--- config.mk ---
export PLATFORM = sky130hd
export DESIGN_NAME = indexed_sequence_store
export DESIGN_NICKNAME = d
export VERILOG_FILES = /design/src/sv/iss_pkg.sv /design/src/sv/iss_ram.sv /design/src/sv/iss_ctrl.sv /design/src/sv/indexed_sequence_store.sv
export SDC_FILE = /design/constraint.sdc
export NUM_CORES = 2
export LEC_CHECK = 0
export ABC_AREA = 0
export BUFFER_PORTS_ARGS = -buffer_cell sky130_fd_sc_hd__buf_2
export CELL_PAD_IN_SITES_DETAIL_PLACEMENT = 1
export CELL_PAD_IN_SITES_GLOBAL_PLACEMENT = 2
export CORE_UTILIZATION = 40
export CTS_CLUSTER_DIAMETER = 40
export DETAILED_ROUTE_END_ITERATION = 7
export GPL_TIMING_DRIVEN = 0
export MAX_ROUTING_LAYER = met4
export PLACE_DENSITY_LB_ADDON = 0.08
export SKIP_CTS_REPAIR_TIMING = 1
export SYNTH_ARGS = -nofsm -noshare
export SYNTH_HDL_FRONTEND = slang
export SYNTH_SLANG_ARGS = --single-unit
--- constraint.sdc ---
create_clock -name clock -period 4.3 [get_ports clock]
set_input_delay 0.43 -clock clock [delete_from_list [all_inputs] [get_ports clock]]
set_output_delay 0.43 -clock clock [all_outputs]
set_load 0.005 [all_outputs]
--- src/sv/iss_pkg.sv ---
// Types, widths and codes shared by the indexed sequence store modules.
package iss_pkg;

   localparam int DEPTH       = 64;
   localparam int WORD_BITS   = 32;
   localparam int ADDR_BITS   = $clog2(DEPTH);
   localparam int COUNT_BITS  = $clog2(DEPTH + 1);
   localparam int MODE_BITS   = 3;
   localparam int POS_BITS    = 7;
   localparam int STATUS_BITS = 2;
   localparam int FOUND_BITS  = 6;
   localparam int LENGTH_BITS = 7;

   localparam int REQ_FIELD_BITS = POS_BITS + WORD_BITS;
   localparam int REQ_DATA_BITS  = ((REQ_FIELD_BITS + 7) / 8) * 8;
   localparam int RSP_FIELD_BITS = WORD_BITS + FOUND_BITS + LENGTH_BITS;
   localparam int RSP_DATA_BITS  = ((RSP_FIELD_BITS + 7) / 8) * 8;
   localparam int READ_LSB       = 0;
   localparam int FOUND_LSB      = WORD_BITS;
   localparam int LENGTH_LSB     = WORD_BITS + FOUND_BITS;

   localparam logic [MODE_BITS-1:0] MODE_APPEND = 3'd0;
   localparam logic [MODE_BITS-1:0] MODE_INSERT = 3'd1;
   localparam logic [MODE_BITS-1:0] MODE_GET    = 3'd2;
   localparam logic [MODE_BITS-1:0] MODE_SET    = 3'd3;
   localparam logic [MODE_BITS-1:0] MODE_REMOVE = 3'd4;
   localparam logic [MODE_BITS-1:0] MODE_POP    = 3'd5;
   localparam logic [MODE_BITS-1:0] MODE_FIND   = 3'd6;
   localparam logic [MODE_BITS-1:0] MODE_CLEAR  = 3'd7;

   localparam logic [STATUS_BITS-1:0] ST_OK       = 2'd0;
   localparam logic [STATUS_BITS-1:0] ST_INDEX    = 2'd1;
   localparam logic [STATUS_BITS-1:0] ST_FULL     = 2'd2;
   localparam logic [STATUS_BITS-1:0] ST_NOTFOUND = 2'd3;

   typedef struct packed {
      logic                 wr_en;
      logic [ADDR_BITS-1:0] wr_addr;
      logic [WORD_BITS-1:0] wr_data;
      logic                 rd_en;
      logic [ADDR_BITS-1:0] rd_addr;
   } iss_mem_req_type;

   typedef struct packed {
      logic [STATUS_BITS-1:0] status;
      logic [WORD_BITS-1:0]   read_word;
      logic [FOUND_BITS-1:0]  found_at;
      logic [LENGTH_BITS-1:0] length;
   } iss_result_type;

endpackage

--- src/sv/iss_ram.sv ---
// Single-port-write, single-port-read entry memory with registered read data.
module iss_ram import iss_pkg::*; (
   input  logic                 clock,
   input  iss_mem_req_type      mem_req,
   output logic [WORD_BITS-1:0] rd_data
);

   logic [WORD_BITS-1:0] mem [DEPTH];
   logic [WORD_BITS-1:0] rd_data_ff;

   always_ff @(posedge clock) begin
      if (mem_req.wr_en) begin
         mem[mem_req.wr_addr] <= mem_req.wr_data;
      end
      if (mem_req.rd_en) begin
         rd_data_ff <= mem[mem_req.rd_addr];
      end
   end

   assign rd_data = rd_data_ff;

endmodule

--- src/sv/iss_ctrl.sv ---
// Sequencer that walks the entry memory one address per cycle for insert, get, remove, pop and find.
module iss_ctrl import iss_pkg::*; (
   input  logic                   clock,
   input  logic                   reset,
   input  logic                   req_valid,
   output logic                   req_ready,
   input  logic [MODE_BITS-1:0]   req_mode,
   input  logic [POS_BITS-1:0]    req_position,
   input  logic [WORD_BITS-1:0]   req_word,
   input  logic                   slot_free,
   output logic                   result_valid,
   output iss_result_type         result,
   output iss_mem_req_type        mem_req,
   input  logic [WORD_BITS-1:0]   mem_rdata
);

   localparam logic [1:0] S_IDLE  = 2'd0;
   localparam logic [1:0] S_SWEEP = 2'd1;
   localparam logic [1:0] S_FIN   = 2'd2;

   logic [1:0]             state_ff, state_in;
   logic [COUNT_BITS-1:0]  count_ff, count_in;
   logic [MODE_BITS-1:0]   mode_ff, mode_in;
   logic [POS_BITS-1:0]    pos_ff, pos_in;
   logic [WORD_BITS-1:0]   word_ff, word_in;
   logic [STATUS_BITS-1:0] status_ff, status_in;
   logic [WORD_BITS-1:0]   rd_ff, rd_in;
   logic [FOUND_BITS-1:0]  at_ff, at_in;
   logic [COUNT_BITS-1:0]  cursor_ff, cursor_in;
   logic [COUNT_BITS-1:0]  left_ff, left_in;
   logic                   pend_ff, pend_in;
   logic [ADDR_BITS-1:0]   pend_addr_ff, pend_addr_in;
   logic                   full;

   assign full = (count_ff == COUNT_BITS'(DEPTH));

   always_comb begin
      state_in     = state_ff;
      count_in     = count_ff;
      mode_in      = mode_ff;
      pos_in       = pos_ff;
      word_in      = word_ff;
      status_in    = status_ff;
      rd_in        = rd_ff;
      at_in        = at_ff;
      cursor_in    = cursor_ff;
      left_in      = left_ff;
      pend_in      = pend_ff;
      pend_addr_in = pend_addr_ff;
      mem_req      = '0;
      result_valid = 1'b0;
      result       = '0;
      req_ready    = (state_ff == S_IDLE);

      case (state_ff)
         S_IDLE: begin
            if (req_valid) begin
               mode_in   = req_mode;
               pos_in    = req_position;
               word_in   = req_word;
               rd_in     = '0;
               at_in     = '0;
               status_in = ST_OK;
               pend_in   = 1'b0;
               left_in   = '0;
               cursor_in = COUNT_BITS'(req_position);
               state_in  = S_FIN;
               case (req_mode)
                  MODE_APPEND: begin
                     if (full) begin
                        status_in = ST_FULL;
                     end
                  end
                  MODE_INSERT: begin
                     if (COUNT_BITS'(req_position) > count_ff) begin
                        status_in = ST_INDEX;
                     end else if (full) begin
                        status_in = ST_FULL;
                     end else begin
                        left_in   = count_ff - COUNT_BITS'(req_position);
                        cursor_in = count_ff - COUNT_BITS'(1);
                        state_in  = S_SWEEP;
                     end
                  end
                  MODE_GET: begin
                     if (COUNT_BITS'(req_position) >= count_ff) begin
                        status_in = ST_INDEX;
                     end else begin
                        left_in  = COUNT_BITS'(1);
                        state_in = S_SWEEP;
                     end
                  end
                  MODE_SET: begin
                     if (COUNT_BITS'(req_position) >= count_ff) begin
                        status_in = ST_INDEX;
                     end
                  end
                  MODE_REMOVE, MODE_POP: begin
                     if (COUNT_BITS'(req_position) >= count_ff) begin
                        status_in = ST_INDEX;
                     end else begin
                        left_in  = count_ff - COUNT_BITS'(req_position);
                        state_in = S_SWEEP;
                     end
                  end
                  MODE_FIND: begin
                     status_in = ST_NOTFOUND;
                     left_in   = count_ff;
                     cursor_in = '0;
                     state_in  = S_SWEEP;
                  end
                  default: begin
                  end
               endcase
            end
         end
         S_SWEEP: begin
            if (left_ff != '0) begin
               mem_req.rd_en   = 1'b1;
               mem_req.rd_addr = cursor_ff[ADDR_BITS-1:0];
               cursor_in = (mode_ff == MODE_INSERT) ? cursor_ff - COUNT_BITS'(1)
                                                     : cursor_ff + COUNT_BITS'(1);
               left_in   = left_ff - COUNT_BITS'(1);
            end
            pend_in      = (left_ff != '0);
            pend_addr_in = cursor_ff[ADDR_BITS-1:0];
            if (left_ff == '0) begin
               state_in = S_FIN;
            end
            if (pend_ff) begin
               case (mode_ff)
                  MODE_INSERT: begin
                     mem_req.wr_en   = 1'b1;
                     mem_req.wr_addr = pend_addr_ff + ADDR_BITS'(1);
                     mem_req.wr_data = mem_rdata;
                  end
                  MODE_REMOVE, MODE_POP: begin
                     if (pend_addr_ff == pos_ff[ADDR_BITS-1:0]) begin
                        rd_in = mem_rdata;
                     end else begin
                        mem_req.wr_en   = 1'b1;
                        mem_req.wr_addr = pend_addr_ff - ADDR_BITS'(1);
                        mem_req.wr_data = mem_rdata;
                     end
                  end
                  MODE_GET: begin
                     rd_in = mem_rdata;
                  end
                  MODE_FIND: begin
                     if (mem_rdata == word_ff) begin
                        status_in = ST_OK;
                        at_in     = FOUND_BITS'(pend_addr_ff);
                        pend_in   = 1'b0;
                        left_in   = '0;
                        state_in  = S_FIN;
                     end
                  end
                  default: begin
                  end
               endcase
            end
         end
         S_FIN: begin
            if (slot_free) begin
               if (status_ff == ST_OK) begin
                  case (mode_ff)
                     MODE_APPEND: begin
                        mem_req.wr_en   = 1'b1;
                        mem_req.wr_addr = count_ff[ADDR_BITS-1:0];
                        mem_req.wr_data = word_ff;
                        count_in        = count_ff + COUNT_BITS'(1);
                     end
                     MODE_INSERT: begin
                        mem_req.wr_en   = 1'b1;
                        mem_req.wr_addr = pos_ff[ADDR_BITS-1:0];
                        mem_req.wr_data = word_ff;
                        count_in        = count_ff + COUNT_BITS'(1);
                     end
                     MODE_SET: begin
                        mem_req.wr_en   = 1'b1;
                        mem_req.wr_addr = pos_ff[ADDR_BITS-1:0];
                        mem_req.wr_data = word_ff;
                     end
                     MODE_REMOVE, MODE_POP: begin
                        count_in = count_ff - COUNT_BITS'(1);
                     end
                     MODE_CLEAR: begin
                        count_in = '0;
                     end
                     default: begin
                     end
                  endcase
               end
               result_valid     = 1'b1;
               result.status    = status_ff;
               result.read_word = ((status_ff == ST_OK) && (mode_ff inside {MODE_GET, MODE_POP}))
                                  ? rd_ff : '0;
               result.found_at  = at_ff;
               result.length    = LENGTH_BITS'(count_in);
               state_in         = S_IDLE;
            end
         end
         default: begin
            state_in = S_IDLE;
         end
      endcase
   end

   always_ff @(posedge clock) begin
      if (reset) begin
         state_ff <= S_IDLE;
         count_ff <= '0;
         left_ff  <= '0;
         pend_ff  <= 1'b0;
      end else begin
         state_ff <= state_in;
         count_ff <= count_in;
         left_ff  <= left_in;
         pend_ff  <= pend_in;
      end
   end

   always_ff @(posedge clock) begin
      mode_ff      <= mode_in;
      pos_ff       <= pos_in;
      word_ff      <= word_in;
      status_ff    <= status_in;
      rd_ff        <= rd_in;
      at_ff        <= at_in;
      cursor_ff    <= cursor_in;
      pend_addr_ff <= pend_addr_in;
   end

endmodule

--- src/sv/indexed_sequence_store.sv ---
// Append, set, clear and rejected words go straight from acceptance to the finish state.
// Get reads one entry; insert, remove and pop sweep count - position entries, and find
// sweeps at most count entries, stopping at the first match.
// One word is in work at a time; the sweep over the entry memory, one entry per cycle, sets the rate.
// A held result does not block acceptance of the next word.
// Synchronous active-high reset empties the store; entry contents are not cleared.
module indexed_sequence_store import iss_pkg::*; (
   input  logic                     clock,
   input  logic                     reset,
   input  logic                     req_tvalid,
   output logic                     req_tready,
   input  logic [REQ_DATA_BITS-1:0] req_tdata,  // position, word
   input  logic [MODE_BITS-1:0]     req_tuser,  // mode
   output logic                     rsp_tvalid,
   input  logic                     rsp_tready,
   output logic [RSP_DATA_BITS-1:0] rsp_tdata,  // read_word, found_at, length
   output logic [STATUS_BITS-1:0]   rsp_tuser   // status
);

   iss_mem_req_type      mem_req;
   logic [WORD_BITS-1:0] mem_rdata;
   logic                 slot_free;
   logic                 result_valid;
   iss_result_type       result;
   logic                 rsp_valid_ff, rsp_valid_in;
   iss_result_type       rsp_ff;

   assign slot_free = !rsp_valid_ff || rsp_tready;

   iss_ram u_ram (
      .clock   (clock),
      .mem_req (mem_req),
      .rd_data (mem_rdata)
   );

   iss_ctrl u_ctrl (
      .clock        (clock),
      .reset        (reset),
      .req_valid    (req_tvalid),
      .req_ready    (req_tready),
      .req_mode     (req_tuser),
      .req_position (req_tdata[POS_BITS-1:0]),
      .req_word     (req_tdata[POS_BITS +: WORD_BITS]),
      .slot_free    (slot_free),
      .result_valid (result_valid),
      .result       (result),
      .mem_req      (mem_req),
      .mem_rdata    (mem_rdata)
   );

   assign rsp_valid_in = result_valid || (rsp_valid_ff && !rsp_tready);

   always_ff @(posedge clock) begin
      if (reset) begin
         rsp_valid_ff <= 1'b0;
      end else begin
         rsp_valid_ff <= rsp_valid_in;
      end
   end

   always_ff @(posedge clock) begin
      if (result_valid) begin
         rsp_ff <= result;
      end
   end

   assign rsp_tvalid = rsp_valid_ff;
   assign rsp_tuser  = rsp_ff.status;
   assign rsp_tdata  = {{(RSP_DATA_BITS - RSP_FIELD_BITS){1'b0}},
                        rsp_ff.length, rsp_ff.found_at, rsp_ff.read_word};

endmodule

==> out/summary.txt <==
Status: finished, violations left
Violations in the final reports: negative setup slack
Max Cap Violations: 0
# rows: 171
Hold path start: reset
Final hold vios: 0
Area grow syn2layout: 25.8%
Register area share after synthesis: 0.763
Die area: 222000 um2
Main synth FF type: edfxtp_1
Leakage: 40.8 nW
Critical path startpoint category: flip-flop
Cell area after synthesis: 87900 um2
Wire length of the first global-routing pass: 431000 um
Fillers: 20.2k
#FFs+latches synth: 2238
RSZ-0062 raised after global routing: yes
# setup viols final: 23
Syn Inst Count: 5189
Die Ht: 471 um
Maximum clock rate: 226 MHz
1st-iter DRT viols: 5741
Worst-path clk slew: 50 ps
TritonCTS Sinks: 2238
Largest net degree at the start of global routing: 45
I/O Pins: 99
Yosys warns: 0
Number of global-route vias before repair: 53.3k
Final critical-path share of the clock period: 1.03
VDD IR max: 460 uV
Hold WC Path Type: in -> reg
Slew HR: 0.170
Final WL: 315000 um
Critical Path RT: 4790 ps
Worst-Skew Late Latency: 960 ps
Final #Nets: 6006
Vias per Instance: 5.83
Crit path from: u_ctrl.left_ff[0]
Ys async rst share: 0
EDFF count, synth: 2220
PnR worst setup slack: -134 ps
Post-DP HPWL: 218000 um
Antenna Nets Post-Route: 0
Port bufs: 93
Most common cell after layout, fill and taps aside: edfxtp_1
Post-synthesis average cell area: 16.9 um2
CP arrival: 4930 ps
H-tree Lvls: 5
RR Startpoint: u_ctrl.left_ff[0]
Critical path class: reg -> reg
Pwr dens: 512 nW/um2
Per-cell routed wire length: 34.6 um
Worst setup skew after layout: 62.1 ps
Post-Route Setup TNS: -1370 ps
Slew @ Worst Pin: 1250 ps
Synth cell types: 89
Most frequent cells in the layout: edfxtp_1, a21oi_1, nand2_1
Nature of the critical path endpoint: flip-flop
Drt drc: 0
Root Driver: clkbuf_16
Final instance area: 111000 um2
RD Place Congestion: 0.902
Total track usage: 0.289
TritonCTS clock tree: yes
Pre-CTS WS: -1780 ps
Vias after detailed routing: 53.0k
Clock Tree Buf Depth: 4
Placed cell areas: 95600 um2
Initial antenna violation count: 24
CTS Buf Count: 381
Layout cells sized above 1: 0.282
Slew Viols, Final: 0
Initial Util: 0.403
CP max FO: 10
Core Area: 218000 um2
Die width: 471 um
DR pass1 iterations: 5
Remaining Overflow, GRT: 0
Final min period: 4430 ps
synth_stat cells, types with 40 or more instances:
master,count,area (um2)
buf_2,79,395
o221ai_1,90,788
a22oi_1,43,323
nor2_1,188,706
nand4_1,43,269
mux2i_1,82,821
a21oi_1,451,2260
and2_1,73,457
edfxtp_1,2220,66700
and3_1,47,294
o22ai_1,115,719
mux2_2,185,2080
xnor2_1,40,350
o21ai_0,226,1130
nand2_1,397,1490
mux4_2,184,4140
clkbuf_1,173,649
logic make-up (layout without fill, tap and decap cells):
| logic type | count (synthesis) | after routing | synth area share |
|---|---|---|---|
| AOI/OAI and AO/OA | 1125 | 1125 | 0.0787 |
| xor gates and xnor gates | 57 | 57 | 0.00568 |
| adders and majority gates | 22 | 22 | 0.00330 |
| buffers and inverters | 354 | 1401 | 0.0179 |
| DFF | 2238 | 2238 | 0.763 |
| muxes | 451 | 451 | 0.0802 |
| other | 1 | 6 | 0.0000427 |
| and+or+nand+nor | 941 | 941 | 0.0515 |
path summary, 6_finish.rpt:
path	slack [ps]	cells after the start	end
worst max-delay path	-130	12	u_ram.rd_data[13]
worst min-delay path	150	3	u_ctrl.left_ff[0]
worst max register to register	-130	12	u_ram.rd_data[13]
worst min register to register	490	0	u_ctrl.pend_addr_ff[1]
worst max-delay path: stages, from the launching register on:
cell and delay [ps]:
dfxtp_1 350, inv_2 100, ha_2 190, or4b_4 490
o21ai_4 170, buf_12 150, buf_4 120, buf_8 140
mux2_2 370, o22ai_4 150, o22ai_4 150, nor4bb_4 920
nand4_1 650
area by class of cell:
class,count,area [um2],share of cell area
buffer,314,1740,0.0157
tap,2854,3570,0.0323
clock buffer,412,9760,0.0882
timing repair buffer,366,4590,0.0415
inverter,37,145,0.00131
sequential,2238,67000,0.606
clock inverter,272,2920,0.0264
multi-input combinational,2599,20800,0.188
antenna,3,7.51,0.0000679
routing by layer:
layer  track usage  vias to the layer above  part of all wire
met4        0.0968                        0             0.037
met3        0.0440                      473             0.064
li1              -                    22300                 -
met2         0.450                     2014              0.47
met5             -                        -                 0
met1         0.387                    28200              0.43
registers in the layout, summed over array words and instances, names as in the netlist, 3 cells and up:
name                 cells
u_ram.mem             2048
rsp_tdata               45
u_ctrl.rd_ff            32
u_ctrl.word_ff          32
u_ram.rd_data           32
u_ctrl.count_ff          7
u_ctrl.left_ff           7
u_ctrl.at_ff             6
u_ctrl.cursor_ff         6
u_ctrl.pend_addr_ff      6
u_ctrl.pos_ff            6
u_ctrl.mode_ff           3
power breakdown:
group,switching [W],internal (W),leakage [nW],total (W)
logic,0.00150,0.000738,9.52,0.00223
clock network,0.0111,0.0191,6.11,0.0302
registers,0.000157,0.0240,25.1,0.0242
stage by stage:
step	total power, W	cells	utilization	hold WS (ps)
2_1_floorplan	0.0258	5191	-	435
3_5_place_dp	0.0267	8275	0.439	483
6_report	0.0566	9095	0.508	153
4_1_cts	0.0569	8959	0.497	-425
5_1_grt	0.0580	9095	0.508	159
3_3_place_gp	0.0266	8138	0.422	474
(Power assumes the default switching activity.)
